--- src/spfc_pkg.sv ---
// shared types, codes and constants of the switch playback fade controller
package spfc_pkg;

	// field widths
	localparam int unsigned CMD_W    = 3;
	localparam int unsigned VOL_W    = 6;
	localparam int unsigned MODE_W   = 2;
	localparam int unsigned STAT_W   = 2;
	localparam int unsigned TIME_W   = 32;
	localparam int unsigned HOLD_W   = 16;

	// player commands
	localparam logic [CMD_W-1:0] CMD_NONE         = 3'd0;
	localparam logic [CMD_W-1:0] CMD_PLAY_ONESHOT = 3'd1;
	localparam logic [CMD_W-1:0] CMD_PLAY_LOOP    = 3'd2;
	localparam logic [CMD_W-1:0] CMD_SET_VOLUME   = 3'd3;
	localparam logic [CMD_W-1:0] CMD_STOP         = 3'd4;

	// playback modes
	localparam logic [MODE_W-1:0] MODE_IDLE    = 2'd0;
	localparam logic [MODE_W-1:0] MODE_ONESHOT = 2'd1;
	localparam logic [MODE_W-1:0] MODE_LOOP    = 2'd2;

	// player status codes
	localparam logic [STAT_W-1:0] STATUS_STOPPED = 2'd0;
	localparam logic [STAT_W-1:0] STATUS_PLAYING = 2'd1;

	// register map
	localparam int unsigned APB_ADDR_W = 5;
	localparam int unsigned APB_DATA_W = 32;
	localparam int unsigned REG_IDX_W  = 3;
	localparam logic [REG_IDX_W-1:0] REG_ON_HOLD        = 3'd0;
	localparam logic [REG_IDX_W-1:0] REG_OFF_HOLD       = 3'd1;
	localparam logic [REG_IDX_W-1:0] REG_FADE_DURATION  = 3'd2;
	localparam logic [REG_IDX_W-1:0] REG_FULL_VOLUME    = 3'd3;
	localparam logic [REG_IDX_W-1:0] REG_ONESHOT_AVAIL  = 3'd4;
	localparam logic [REG_IDX_W-1:0] REG_LOOP_AVAIL     = 3'd5;

	// register reset values
	localparam logic [HOLD_W-1:0] ON_HOLD_RST       = 16'd1000;
	localparam logic [HOLD_W-1:0] OFF_HOLD_RST      = 16'd50;
	localparam logic [HOLD_W-1:0] FADE_DURATION_RST = 16'd3000;
	localparam logic [VOL_W-1:0]  FULL_VOLUME_RST   = 6'd30;

	// poll queue between front and back
	localparam int unsigned QUEUE_DEPTH = 2;
	localparam int unsigned QPTR_W      = $clog2(QUEUE_DEPTH);
	localparam int unsigned QCNT_W      = $clog2(QUEUE_DEPTH + 1);

	// results of one poll
	localparam int unsigned PEND_DEPTH = 4;
	localparam int unsigned PEND_IDX_W = $clog2(PEND_DEPTH);
	localparam int unsigned PEND_CNT_W = $clog2(PEND_DEPTH + 1);

	// fade divider: quotient never exceeds full volume
	localparam int unsigned DIV_NUM_W   = HOLD_W + VOL_W;
	localparam int unsigned DIV_STEPS   = VOL_W;
	localparam int unsigned DIV_STEP_W  = $clog2(DIV_STEPS + 1);

	typedef struct packed {
		logic                switch_closed;
		logic [STAT_W-1:0]   player_status;
		logic [TIME_W-1:0]   now_ms;
	} poll_t;

	// classified poll as held in the queue
	typedef struct packed {
		logic   stop_edge;
		poll_t  poll;
	} entry_t;

	typedef struct packed {
		logic    valid;
		entry_t  entry;
	} head_t;

	typedef struct packed {
		logic [HOLD_W-1:0] close_hold;
		logic [HOLD_W-1:0] open_hold;
		logic [HOLD_W-1:0] fade_len;
		logic [VOL_W-1:0]  full_volume;
		logic              oneshot_available;
		logic              loop_available;
	} cfg_t;

endpackage

--- src/spfc_if.sv ---
// poll and result channel interfaces
interface spfc_poll_if;
	logic                                 valid;
	logic                                 ready;
	logic                                 switch_closed;
	logic [spfc_pkg::STAT_W-1:0]          player_status;
	logic [spfc_pkg::TIME_W-1:0]          now_ms;

	modport source (output valid, output switch_closed, output player_status, output now_ms,
		input ready);
	modport sink (input valid, input switch_closed, input player_status, input now_ms,
		output ready);
endinterface

interface spfc_result_if;
	logic                                 valid;
	logic                                 ready;
	logic [spfc_pkg::CMD_W-1:0]           command;
	logic [spfc_pkg::VOL_W-1:0]           volume;
	logic [spfc_pkg::MODE_W-1:0]          mode;
	logic                                 last;

	modport source (output valid, output command, output volume, output mode, output last,
		input ready);
	modport sink (input valid, input command, input volume, input mode, input last,
		output ready);
endinterface

--- src/spfc_front.sv ---
// front end: accepts polls, flags stop edges and queues them for the back end
module spfc_front (
	input  logic                  clk,
	input  logic                  arst_n,
	spfc_poll_if.sink             poll,
	output spfc_pkg::head_t       head,
	input  logic                  pop
);

	spfc_pkg::entry_t                   queue_q [spfc_pkg::QUEUE_DEPTH];
	logic [spfc_pkg::QPTR_W-1:0]        wr_ptr_q;
	logic [spfc_pkg::QPTR_W-1:0]        rd_ptr_q;
	logic [spfc_pkg::QCNT_W-1:0]        count_q;
	logic [spfc_pkg::STAT_W-1:0]        prev_status_q;
	logic                               push;
	logic                               take;
	spfc_pkg::entry_t                   new_entry;

	// queue not full
	assign poll.ready = (count_q != spfc_pkg::QCNT_W'(spfc_pkg::QUEUE_DEPTH));
	assign push       = poll.valid && poll.ready;
	assign take       = pop && (count_q != '0);

	// classify: playing-to-stopped edge against the previous poll
	always_comb begin
		new_entry.poll.switch_closed = poll.switch_closed;
		new_entry.poll.player_status = poll.player_status;
		new_entry.poll.now_ms        = poll.now_ms;
		new_entry.stop_edge = (prev_status_q == spfc_pkg::STATUS_PLAYING) &&
			(poll.player_status == spfc_pkg::STATUS_STOPPED);
	end

	assign head.valid = (count_q != '0);
	assign head.entry = queue_q[rd_ptr_q];

	// queue storage
	always_ff @(posedge clk) begin
		if (push) begin
			queue_q[wr_ptr_q] <= new_entry;
		end
	end

	// pointers, fill count and previous status
	always_ff @(posedge clk or negedge arst_n) begin
		if (!arst_n) begin
			wr_ptr_q      <= '0;
			rd_ptr_q      <= '0;
			count_q       <= '0;
			prev_status_q <= spfc_pkg::STATUS_STOPPED;
		end else begin
			if (push) begin
				wr_ptr_q      <= wr_ptr_q + spfc_pkg::QPTR_W'(1);
				prev_status_q <= poll.player_status;
			end
			if (take) begin
				rd_ptr_q <= rd_ptr_q + spfc_pkg::QPTR_W'(1);
			end
			if (push && !take) begin
				count_q <= count_q + spfc_pkg::QCNT_W'(1);
			end else if (take && !push) begin
				count_q <= count_q - spfc_pkg::QCNT_W'(1);
			end
		end
	end

endmodule

--- src/spfc_div.sv ---
// restoring divider for the fade volume, one quotient bit per cycle
module spfc_div (
	input  logic                              clk,
	input  logic                              arst_n,
	input  logic                              start,
	input  logic [spfc_pkg::DIV_NUM_W-1:0]    num,
	input  logic [spfc_pkg::HOLD_W-1:0]       den,
	output logic                              done,
	output logic [spfc_pkg::VOL_W-1:0]        quo
);

	logic [spfc_pkg::HOLD_W-1:0]      rem_q;
	logic [spfc_pkg::HOLD_W-1:0]      den_q;
	logic [spfc_pkg::VOL_W-1:0]       shift_q;
	logic [spfc_pkg::DIV_STEP_W-1:0]  step_q;
	logic                             busy_q;
	logic                             done_q;
	logic [spfc_pkg::HOLD_W:0]        trial;
	logic [spfc_pkg::HOLD_W:0]        diff;
	logic                             fits;

	// partial remainder with the next numerator bit brought down
	assign trial = {rem_q, shift_q[spfc_pkg::VOL_W-1]};
	assign diff  = trial - {1'b0, den_q};
	assign fits  = (trial >= {1'b0, den_q});

	assign done = done_q;
	assign quo  = shift_q;

	// datapath: quotient bits shift in where numerator bits leave
	always_ff @(posedge clk) begin
		if (start) begin
			rem_q   <= num[spfc_pkg::DIV_NUM_W-1:spfc_pkg::VOL_W];
			shift_q <= num[spfc_pkg::VOL_W-1:0];
			den_q   <= den;
		end else if (busy_q) begin
			rem_q   <= fits ? diff[spfc_pkg::HOLD_W-1:0] : trial[spfc_pkg::HOLD_W-1:0];
			shift_q <= {shift_q[spfc_pkg::VOL_W-2:0], fits};
		end
	end

	// step control
	always_ff @(posedge clk or negedge arst_n) begin
		if (!arst_n) begin
			step_q <= '0;
			busy_q <= 1'b0;
			done_q <= 1'b0;
		end else begin
			done_q <= 1'b0;
			if (start) begin
				step_q <= spfc_pkg::DIV_STEP_W'(spfc_pkg::DIV_STEPS);
				busy_q <= 1'b1;
			end else if (busy_q) begin
				step_q <= step_q - spfc_pkg::DIV_STEP_W'(1);
				if (step_q == spfc_pkg::DIV_STEP_W'(1)) begin
					busy_q <= 1'b0;
					done_q <= 1'b1;
				end
			end
		end
	end

endmodule

--- src/spfc_back.sv ---
// back end: edge, fade and debounce sequencer with result buffer and output register
module spfc_back (
	input  logic                  clk,
	input  logic                  arst_n,
	input  spfc_pkg::cfg_t        cfg,
	input  spfc_pkg::head_t       head,
	output logic                  pop,
	spfc_result_if.source         result
);

	localparam logic [2:0] ST_IDLE = 3'd0;
	localparam logic [2:0] ST_EDGE = 3'd1;
	localparam logic [2:0] ST_FADE = 3'd2;
	localparam logic [2:0] ST_DIV  = 3'd3;
	localparam logic [2:0] ST_DEB  = 3'd4;
	localparam logic [2:0] ST_EMIT = 3'd5;

	logic [2:0]                           state_q;
	logic                                 sw_q;
	logic                                 edge_q;
	logic [spfc_pkg::TIME_W-1:0]          now_q;
	logic [spfc_pkg::MODE_W-1:0]          mode_q;
	logic                                 accepted_q;
	logic [spfc_pkg::TIME_W-1:0]          hold_start_q;
	logic                                 fade_active_q;
	logic [spfc_pkg::TIME_W-1:0]          fade_start_q;
	logic                                 fade_done_q;
	logic [spfc_pkg::HOLD_W-1:0]          elapsed_q;
	logic [spfc_pkg::CMD_W-1:0]           pend_cmd_q [spfc_pkg::PEND_DEPTH];
	logic [spfc_pkg::VOL_W-1:0]           pend_vol_q [spfc_pkg::PEND_DEPTH];
	logic [spfc_pkg::PEND_CNT_W-1:0]      count_q;
	logic [spfc_pkg::PEND_IDX_W-1:0]      emit_idx_q;
	logic                                 out_valid_q;
	logic [spfc_pkg::CMD_W-1:0]           out_cmd_q;
	logic [spfc_pkg::VOL_W-1:0]           out_vol_q;
	logic [spfc_pkg::MODE_W-1:0]          out_mode_q;
	logic                                 out_last_q;

	logic [spfc_pkg::TIME_W-1:0]          elapsed;
	logic [spfc_pkg::TIME_W-1:0]          hold_base;
	logic [spfc_pkg::TIME_W-1:0]          held_for;
	logic [spfc_pkg::HOLD_W-1:0]          need;
	logic                                 held;
	logic [spfc_pkg::HOLD_W-1:0]          fade_left;
	logic [spfc_pkg::DIV_NUM_W-1:0]       div_num;
	logic                                 div_start;
	logic                                 div_done;
	logic [spfc_pkg::VOL_W-1:0]           div_quo;
	logic                                 load;
	logic                                 is_last;
	logic [spfc_pkg::PEND_IDX_W-1:0]      wr_idx;

	// fade timing
	assign elapsed   = now_q - fade_start_q;
	assign fade_left = cfg.fade_len - elapsed_q;
	assign div_num   = spfc_pkg::DIV_NUM_W'(cfg.full_volume) * spfc_pkg::DIV_NUM_W'(fade_left);
	assign div_start = (state_q == ST_FADE) && fade_active_q && !fade_done_q;

	// debounce timing; a zero start stamp means unarmed
	assign hold_base = (hold_start_q == '0) ? now_q : hold_start_q;
	assign held_for  = now_q - hold_base;
	assign need      = sw_q ? cfg.close_hold : cfg.open_hold;
	assign held      = (held_for >= {{(spfc_pkg::TIME_W - spfc_pkg::HOLD_W){1'b0}}, need});

	assign wr_idx = count_q[spfc_pkg::PEND_IDX_W-1:0];

	// output register loads while empty or while its beat is taken
	assign load    = (state_q == ST_EMIT) && (!out_valid_q || result.ready);
	assign is_last = ((spfc_pkg::PEND_CNT_W'(emit_idx_q) + spfc_pkg::PEND_CNT_W'(1)) == count_q);
	assign pop     = (state_q == ST_IDLE) && head.valid;

	assign result.valid   = out_valid_q;
	assign result.command = out_cmd_q;
	assign result.volume  = out_vol_q;
	assign result.mode    = out_mode_q;
	assign result.last    = out_last_q;

	spfc_div u_div (
		.clk    (clk),
		.arst_n (arst_n),
		.start  (div_start),
		.num    (div_num),
		.den    (cfg.fade_len),
		.done   (div_done),
		.quo    (div_quo)
	);

	// poll fields and pending result buffer
	always_ff @(posedge clk) begin
		if (pop) begin
			sw_q   <= head.entry.poll.switch_closed;
			now_q  <= head.entry.poll.now_ms;
			edge_q <= head.entry.stop_edge;
		end
		if (state_q == ST_EDGE) begin
			fade_done_q <= (elapsed >= {{(spfc_pkg::TIME_W - spfc_pkg::HOLD_W){1'b0}},
				cfg.fade_len});
			elapsed_q   <= elapsed[spfc_pkg::HOLD_W-1:0];
		end
		case (state_q)
			ST_EDGE: begin
				if (edge_q && !fade_active_q && (mode_q == spfc_pkg::MODE_ONESHOT) &&
						sw_q && cfg.loop_available) begin
					pend_cmd_q[0] <= spfc_pkg::CMD_PLAY_LOOP;
					pend_vol_q[0] <= '0;
				end
			end
			ST_FADE: begin
				// fade end: silence, stop, restore
				if (fade_active_q && fade_done_q) begin
					pend_cmd_q[0] <= spfc_pkg::CMD_SET_VOLUME;
					pend_vol_q[0] <= '0;
					pend_cmd_q[1] <= spfc_pkg::CMD_STOP;
					pend_vol_q[1] <= '0;
					pend_cmd_q[2] <= spfc_pkg::CMD_SET_VOLUME;
					pend_vol_q[2] <= cfg.full_volume;
				end
			end
			ST_DIV: begin
				if (div_done) begin
					pend_cmd_q[wr_idx] <= spfc_pkg::CMD_SET_VOLUME;
					pend_vol_q[wr_idx] <= div_quo;
				end
			end
			ST_DEB: begin
				if ((sw_q != accepted_q) && held && sw_q && (mode_q == spfc_pkg::MODE_IDLE) &&
						cfg.oneshot_available) begin
					pend_cmd_q[wr_idx] <= spfc_pkg::CMD_PLAY_ONESHOT;
					pend_vol_q[wr_idx] <= '0;
				end else if (count_q == '0) begin
					pend_cmd_q[0] <= spfc_pkg::CMD_NONE;
					pend_vol_q[0] <= '0;
				end
			end
			default: begin
			end
		endcase
		if (load) begin
			out_cmd_q  <= pend_cmd_q[emit_idx_q];
			out_vol_q  <= pend_vol_q[emit_idx_q];
			out_mode_q <= mode_q;
			out_last_q <= is_last;
		end
	end

	// sequencer and playback state
	always_ff @(posedge clk or negedge arst_n) begin
		if (!arst_n) begin
			state_q       <= ST_IDLE;
			mode_q        <= spfc_pkg::MODE_IDLE;
			accepted_q    <= 1'b0;
			hold_start_q  <= '0;
			fade_active_q <= 1'b0;
			fade_start_q  <= '0;
			count_q       <= '0;
			emit_idx_q    <= '0;
			out_valid_q   <= 1'b0;
		end else begin
			if (out_valid_q && result.ready) begin
				out_valid_q <= 1'b0;
			end
			case (state_q)
				ST_IDLE: begin
					if (head.valid) begin
						count_q <= '0;
						state_q <= ST_EDGE;
					end
				end
				// stop edge ends a one-shot track
				ST_EDGE: begin
					if (edge_q && !fade_active_q && (mode_q == spfc_pkg::MODE_ONESHOT)) begin
						if (sw_q) begin
							mode_q <= spfc_pkg::MODE_LOOP;
							if (cfg.loop_available) begin
								count_q <= spfc_pkg::PEND_CNT_W'(1);
							end
						end else begin
							mode_q <= spfc_pkg::MODE_IDLE;
						end
					end
					state_q <= ST_FADE;
				end
				ST_FADE: begin
					if (!fade_active_q) begin
						state_q <= ST_DEB;
					end else if (fade_done_q) begin
						count_q       <= spfc_pkg::PEND_CNT_W'(3);
						fade_active_q <= 1'b0;
						mode_q        <= spfc_pkg::MODE_IDLE;
						state_q       <= ST_DEB;
					end else begin
						state_q <= ST_DIV;
					end
				end
				ST_DIV: begin
					if (div_done) begin
						count_q <= count_q + spfc_pkg::PEND_CNT_W'(1);
						state_q <= ST_DEB;
					end
				end
				// debounce; an accepted change starts a track or a fade
				ST_DEB: begin
					if (sw_q != accepted_q) begin
						if (held) begin
							accepted_q   <= sw_q;
							hold_start_q <= '0;
							if (sw_q && (mode_q == spfc_pkg::MODE_IDLE)) begin
								if (cfg.oneshot_available) begin
									mode_q <= spfc_pkg::MODE_ONESHOT;
								end
							end else if (!sw_q && (mode_q inside
									{spfc_pkg::MODE_ONESHOT, spfc_pkg::MODE_LOOP})) begin
								if (!fade_active_q) begin
									fade_active_q <= 1'b1;
									fade_start_q  <= now_q;
								end
							end
						end else begin
							hold_start_q <= hold_base;
						end
					end else begin
						hold_start_q <= '0;
					end
					if ((sw_q != accepted_q) && held && sw_q && (mode_q == spfc_pkg::MODE_IDLE) &&
							cfg.oneshot_available) begin
						count_q <= count_q + spfc_pkg::PEND_CNT_W'(1);
					end else if (count_q == '0) begin
						count_q <= spfc_pkg::PEND_CNT_W'(1);
					end
					emit_idx_q <= '0;
					state_q    <= ST_EMIT;
				end
				ST_EMIT: begin
					if (load) begin
						out_valid_q <= 1'b1;
						emit_idx_q  <= emit_idx_q + spfc_pkg::PEND_IDX_W'(1);
						if (is_last) begin
							state_q <= ST_IDLE;
						end
					end
				end
				default: begin
					state_q <= ST_IDLE;
				end
			endcase
		end
	end

endmodule

--- src/switch_playback_fade_controller_core.sv ---
// top level: register port, poll front end and command back end
//
//  channel  | dir | beat                                   | handshake
//  ---------+-----+----------------------------------------+-------------------------
//  poll     | in  | switch_closed, player_status, now_ms   | valid/ready
//  result   | out | command, volume, mode, last            | valid/ready
//  apb      | in  | six registers at byte address 4*index  | psel/penable, pready = 1
//
// a poll passes the sequencer states idle, edge, fade and debounce, then emit once
// per result beat; a fade step that computes a volume adds the divider state with
// the one-bit-per-cycle divider. a two-entry poll queue decouples the input from
// the sequencer, and the output register lets the next poll start while the final
// beat waits. reset clears control state (not data registers) and restores defaults.
module switch_playback_fade_controller_core (
	input  logic                                  clk,
	input  logic                                  arst_n,
	input  logic                                  psel,
	input  logic                                  penable,
	input  logic                                  pwrite,
	input  logic [spfc_pkg::APB_ADDR_W-1:0]       paddr,
	input  logic [spfc_pkg::APB_DATA_W-1:0]       pwdata,
	output logic [spfc_pkg::APB_DATA_W-1:0]       prdata,
	output logic                                  pready,
	spfc_poll_if.sink                             poll,
	spfc_result_if.source                         result
);

	spfc_pkg::cfg_t                     cfg_q;
	spfc_pkg::head_t                    head;
	logic                               pop;
	logic                               wr_en;
	logic [spfc_pkg::REG_IDX_W-1:0]     reg_idx;

	assign pready  = 1'b1;
	assign wr_en   = psel && penable && pwrite && pready;
	assign reg_idx = paddr[spfc_pkg::APB_ADDR_W-1:2];

	// register writes
	always_ff @(posedge clk or negedge arst_n) begin
		if (!arst_n) begin
			cfg_q.close_hold        <= spfc_pkg::ON_HOLD_RST;
			cfg_q.open_hold         <= spfc_pkg::OFF_HOLD_RST;
			cfg_q.fade_len          <= spfc_pkg::FADE_DURATION_RST;
			cfg_q.full_volume       <= spfc_pkg::FULL_VOLUME_RST;
			cfg_q.oneshot_available <= 1'b1;
			cfg_q.loop_available    <= 1'b1;
		end else if (wr_en) begin
			case (reg_idx)
				spfc_pkg::REG_ON_HOLD:       cfg_q.close_hold <= pwdata[spfc_pkg::HOLD_W-1:0];
				spfc_pkg::REG_OFF_HOLD:      cfg_q.open_hold <= pwdata[spfc_pkg::HOLD_W-1:0];
				spfc_pkg::REG_FADE_DURATION: begin
					cfg_q.fade_len <= pwdata[spfc_pkg::HOLD_W-1:0];
				end
				spfc_pkg::REG_FULL_VOLUME:   cfg_q.full_volume <= pwdata[spfc_pkg::VOL_W-1:0];
				spfc_pkg::REG_ONESHOT_AVAIL: cfg_q.oneshot_available <= pwdata[0];
				spfc_pkg::REG_LOOP_AVAIL:    cfg_q.loop_available <= pwdata[0];
				default: begin
				end
			endcase
		end
	end

	// register reads
	always_comb begin
		case (reg_idx)
			spfc_pkg::REG_ON_HOLD:       prdata = spfc_pkg::APB_DATA_W'(cfg_q.close_hold);
			spfc_pkg::REG_OFF_HOLD:      prdata = spfc_pkg::APB_DATA_W'(cfg_q.open_hold);
			spfc_pkg::REG_FADE_DURATION: prdata = spfc_pkg::APB_DATA_W'(cfg_q.fade_len);
			spfc_pkg::REG_FULL_VOLUME:   prdata = spfc_pkg::APB_DATA_W'(cfg_q.full_volume);
			spfc_pkg::REG_ONESHOT_AVAIL: prdata = spfc_pkg::APB_DATA_W'(cfg_q.oneshot_available);
			spfc_pkg::REG_LOOP_AVAIL:    prdata = spfc_pkg::APB_DATA_W'(cfg_q.loop_available);
			default:                     prdata = '0;
		endcase
	end

	spfc_front u_front (
		.clk    (clk),
		.arst_n (arst_n),
		.poll   (poll),
		.head   (head),
		.pop    (pop)
	);

	spfc_back u_back (
		.clk    (clk),
		.arst_n (arst_n),
		.cfg    (cfg_q),
		.head   (head),
		.pop    (pop),
		.result (result)
	);

endmodule

--- src/flat_wrapper.sv ---
// flat-port wrapper written by rule: the top's interface ports become plain ports
module switch_playback_fade_controller_core_flat 
  (clk, arst_n, psel, penable, pwrite, paddr, pwdata, prdata, pready, poll_valid, poll_switch_closed, poll_player_status, poll_now_ms, poll_ready, result_valid, result_command, result_volume, result_mode, result_last, result_ready);
  spfc_poll_if poll_i ();
  spfc_result_if result_i ();
  input  logic clk;
  input  logic arst_n;
  input  logic psel;
  input  logic penable;
  input  logic pwrite;
  input  logic [spfc_pkg::APB_ADDR_W-1:0] paddr;
  input  logic [spfc_pkg::APB_DATA_W-1:0] pwdata;
  output logic [spfc_pkg::APB_DATA_W-1:0] prdata;
  output logic pready;
  input wire logic [$bits(poll_i.valid)-1:0] poll_valid;
  input wire logic [$bits(poll_i.switch_closed)-1:0] poll_switch_closed;
  input wire logic [$bits(poll_i.player_status)-1:0] poll_player_status;
  input wire logic [$bits(poll_i.now_ms)-1:0] poll_now_ms;
  output wire logic [$bits(poll_i.ready)-1:0] poll_ready;
  output wire logic [$bits(result_i.valid)-1:0] result_valid;
  output wire logic [$bits(result_i.command)-1:0] result_command;
  output wire logic [$bits(result_i.volume)-1:0] result_volume;
  output wire logic [$bits(result_i.mode)-1:0] result_mode;
  output wire logic [$bits(result_i.last)-1:0] result_last;
  input wire logic [$bits(result_i.ready)-1:0] result_ready;
  assign poll_i.valid = poll_valid;
  assign poll_i.switch_closed = poll_switch_closed;
  assign poll_i.player_status = poll_player_status;
  assign poll_i.now_ms = poll_now_ms;
  assign poll_ready = poll_i.ready;
  assign result_valid = result_i.valid;
  assign result_command = result_i.command;
  assign result_volume = result_i.volume;
  assign result_mode = result_i.mode;
  assign result_last = result_i.last;
  assign result_i.ready = result_ready;
  switch_playback_fade_controller_core u_core (.clk(clk), .arst_n(arst_n), .psel(psel), .penable(penable), .pwrite(pwrite), .paddr(paddr), .pwdata(pwdata), .prdata(prdata), .pready(pready), .poll(poll_i), .result(result_i));
endmodule
--- config.mk ---
export PLATFORM = sky130hd
export DESIGN_NAME = switch_playback_fade_controller_core_flat
export DESIGN_NICKNAME = d
export VERILOG_FILES = /design/src/spfc_pkg.sv /design/src/spfc_if.sv /design/src/spfc_front.sv /design/src/spfc_div.sv /design/src/spfc_back.sv /design/src/switch_playback_fade_controller_core.sv /design/src/flat_wrapper.sv
export SDC_FILE = /design/constraint.sdc
export NUM_CORES = 1
export LEC_CHECK = 0
export ABC_AREA = 1
export BUFFER_PORTS_ARGS = -buffer_cell sky130_fd_sc_hd__buf_2
export CAP_MARGIN = 20
export CORE_MARGIN = 2
export CORE_UTILIZATION = 50
export DETAILED_ROUTE_END_ITERATION = 7
export GPL_ROUTABILITY_DRIVEN = 0
export PLACE_DENSITY = 0.68
export RECOVER_POWER = 25
export SETUP_SLACK_MARGIN = 0.02
export SLEW_MARGIN = 10
export SYNTH_ARGS = -nofsm -noshare
export SYNTH_HDL_FRONTEND = slang
export SYNTH_SLANG_ARGS = --single-unit
--- constraint.sdc ---
create_clock -name clk -period 5.56 [get_ports clk]
set_input_delay 0.278 -clock clk [delete_from_list [all_inputs] [get_ports clk]]
set_output_delay 0.278 -clock clk [all_outputs]
set_load 0.005 [all_outputs]
==> results.toml <==
[synth]
synth_top_area_share_pct = 25.7
synth_top_family_by_area = "simple AND/OR/NAND/NOR gates"
yosysUniqueCellTypes = 63
yosys.area_share.xor_xnor_pct = 2.94
synthAdderAreaFrac_pct = 13.9
syn_area_per_cell_sq_um = 8.21
synthMuxAreaShare_pct = 0.213
synth-simple-area-share_pct = 21.6
synthArstFlopShare_pct = 41.6
synth_compound_area_share_pct = 11.4
ys_seq_elements = 346
synth_cells = 2862
yosys.area.top_type = "edfxtp_1"
synth_flop_cell = "edfxtp_1"
ys_seq_area_share_pct = 41.2
synthTopCellsByArea = "edfxtp_1 26%, nand2_1 13%, dfrtp_1 13%"
synth_commonest_cells = "821 x nand2_1, 415 x inv_1, 227 x o21ai_0, 201 x edfxtp_1, 166 x nor2_1"
yosysWarningCount = 0
synth_most_common_cell = "nand2_1"
synth_edf_count = 201
syn_area_sq_um = 23500

[clock_tree]
insertion_delay_ps = 580
cts_tree = "built"
cts_root_buf = "clkbuf_16"
cts_num_sinks = 346
clock_path_buffers = 3
cts.htree.levels = 2
clkTransAtPathRegs_ps = 60
cts_buffers = 39

[final_layout]
layout.area.seq_sq_um = 9690
layout.nets = 3358
fin_util_pct = 58.9
multi_input_area_sq_um = 12400
syn_to_final_growth_pct = 16.4
fin_cells = 3693
drive_gt1_share_pct = 13.6
nFillCells = 4053
stdcell_area_sq_um = 27300

[worst_setup_path]
arrival_ps = 5860
worstSetupStartpointType = "flop"
path_max_fanout = 3
critPathCaptureType = "flop"
cp_slowest_stage_delay_ps = 520
crit_slowest_cell = "fa_1"
critPathKind = "reg2reg"
required_ps = 5880

[power]
power.internal_uw = 9420
power_leakage_uw = 0.0127
sequentialPowerShare_pct = 23.1
p_switching_uw = 8230
swShare_pct = 46.6
ir_drop_mv = 0.424
power_uw = 17700
clockPowerShare_pct = 14.0
comb_power_share_pct = 62.9
p_per_area_nw_per_um2 = 646

[placed_design]
post-place-cells = 3556
placedInstanceArea_sq_um = 24900
place_hpwl_um = 46800
port_buffers = 90

[sta]
setup_violations = 0
fmax_ghz = 0.181
min_period_ps = 5540
rsz0062_at_grt = "true"
hold_ws_ps = 33.5
hold_viol = 0
maxSlewHeadroom_pct = 30.9
maxSlewViolCount = 0
worstMarginPinSlew_ps = 1030
post-route-period-util_pct = 99.6
fin_skew_ps = 33.6

[die]
rows = 79
die_y_um = 221
core_sq_um = 46500
die_x_um = 221
dieArea_sq_um = 48800
ios = 126
start_util_pct = 50.6

[global_routing]
grt_first_pass_wirelength_um = 98500
grt_max_degree = 101
gr-total-overflow = 0
grtUsageTotal_pct = 25.0
antenna_found_initial = 2
grt_pass1_vias = 19341

[job]
cap_violations = 0

[route]
drt-total-wl_um = 62300
wl_per_cell_um = 16.9
drt_iter0_drc = 1662
vias = 19873
postRouteAntennaNets = 0
via_per_inst = 5.38
drt_pre_antenna_iters = 5
drc_errors = 0

[run_status]
run_status = "completed"

[worst_hold_path]
worstHoldPathType = "in2reg"
final cells by class:
class,instances,share of cell area (%)
antenna,1,0.00915
clock buffer,44,3.75
clock inverter,28,0.663
inverter,438,6.06
multi-input combinational,2010,45.5
sequential,346,35.4
tap,607,2.78
timing repair buffer,219,5.82
through the flow:
stage / setup WS (ps) / TNS (ps)
finish: 22.7 / 0
global route: -304 / -1290
CTS: 22.7 / 0
detailed placement: -124 / -350
global placement: -71.9 / -143
floorplan: 226 / 0
path summary, 6_finish.rpt:
kind	start	endpoint	slack, ps	depth (start not counted)
max	u_core.cfg_q[8]	u_core.u_back.u_div.rem_q[13]	20	30
min	pwdata[7]	u_core.cfg_q[15]	30	3
max reg2reg	u_core.cfg_q[8]	u_core.u_back.u_div.rem_q[13]	20	30
min reg2reg	u_core.u_back.mode_q[1]	u_core.u_back.result.mode[1]	480	0
max in group asynchronous	arst_n	u_core.u_back.hold_start_q[31]	3990	3
min in group asynchronous	arst_n	u_core.u_back.emit_idx_q[1]	380	2
timing repair:
item	4_1_cts	5_1_grt
endpoints found under the setup margin	6	72
hold endpoints to repair	154	0
hold buffers	39	0
gates cloned	0	0
pin swaps	1	75
setup buffers	0	18
resized for setup	14	148
cells in the final DEF, fill, tap and decap left out, drive strengths merged, types with 6 or more instances in the layout:
cell	n
o21ai	233
or2	6
a31oi	9
fa	61
inv	438
clkbuf	70
dfstp	22
o21bai	8
dfrtp	122
a21oi	140
conb	18
xor2	55
nand3b	7
a21o	8
edfxtp	201
nor3	29
buf	154
nand4	25
nand2	842
xnor2	24
o221ai	13
ha	164
nor4	6
dlygate4sd3	39
and2	6
clkinv	24
nand3	94
nor2	184
o22ai	44
cells by family after synthesis:
group,Yosys count
adders and majority gates,225
and+or+nand+nor,1202
other,2
muxes,5
xor gates and xnor gates,79
buffers and inverters,522
AOI/OAI and AO/OA,481
DFF,346
per-layer routing:
metal | share of wire, % | GRT usage, % | routed length, um | vias to the layer above
met5 | 0.021 | 0 | 13 | -
met4 | 4.7 | 12.0 | 2950 | 2
met3 | 5.9 | 3.93 | 3660 | 137
met2 | 47 | 41.6 | 29300 | 654
met1 | 42 | 32.1 | 26300 | 9366
li1 | - | - | - | 9714
flip-flops by register name, summed over array words and instances (netlist names), 6 cells and up:
signal                       flops
u_core.u_back.pend_cmd_q         9
u_core.u_back.now_q             32
u_core.u_back.pend_vol_q        24
u_core.u_back.u_div.rem_q       16
u_core.u_back.fade_start_q      32
u_core.u_back.elapsed_q         16
u_core.u_back.u_div.den_q       16
u_core.u_front.queue_q          68
u_core.cfg_q                    56
u_core.u_back.u_div.quo          6
u_core.u_back.result.volume      6
u_core.u_back.hold_start_q      32
power groups by stage:
stage	sequential (uW)	clock, uW	combinational, uW
after CTS	4080	2530	9400
after detailed placement	4120	0	9200
final	4080	2480	11100
after global routing	4130	2630	12400
after global placement	4100	0	8950
after floorplan	3850	0	6710
worst max-delay path: cells and delay by family (launching register included):
| family | cells | cell delay (ps) |
|---|---|---|
| DFF | 1 | 390 |
| adders and majority gates | 6 | 2290 |
| and+or+nand+nor | 11 | 910 |
| xor gates and xnor gates | 1 | 130 |
| buffers and inverters | 4 | 280 |
| AOI/OAI and AO/OA | 8 | 1280 |
(Power assumes the default switching activity.)
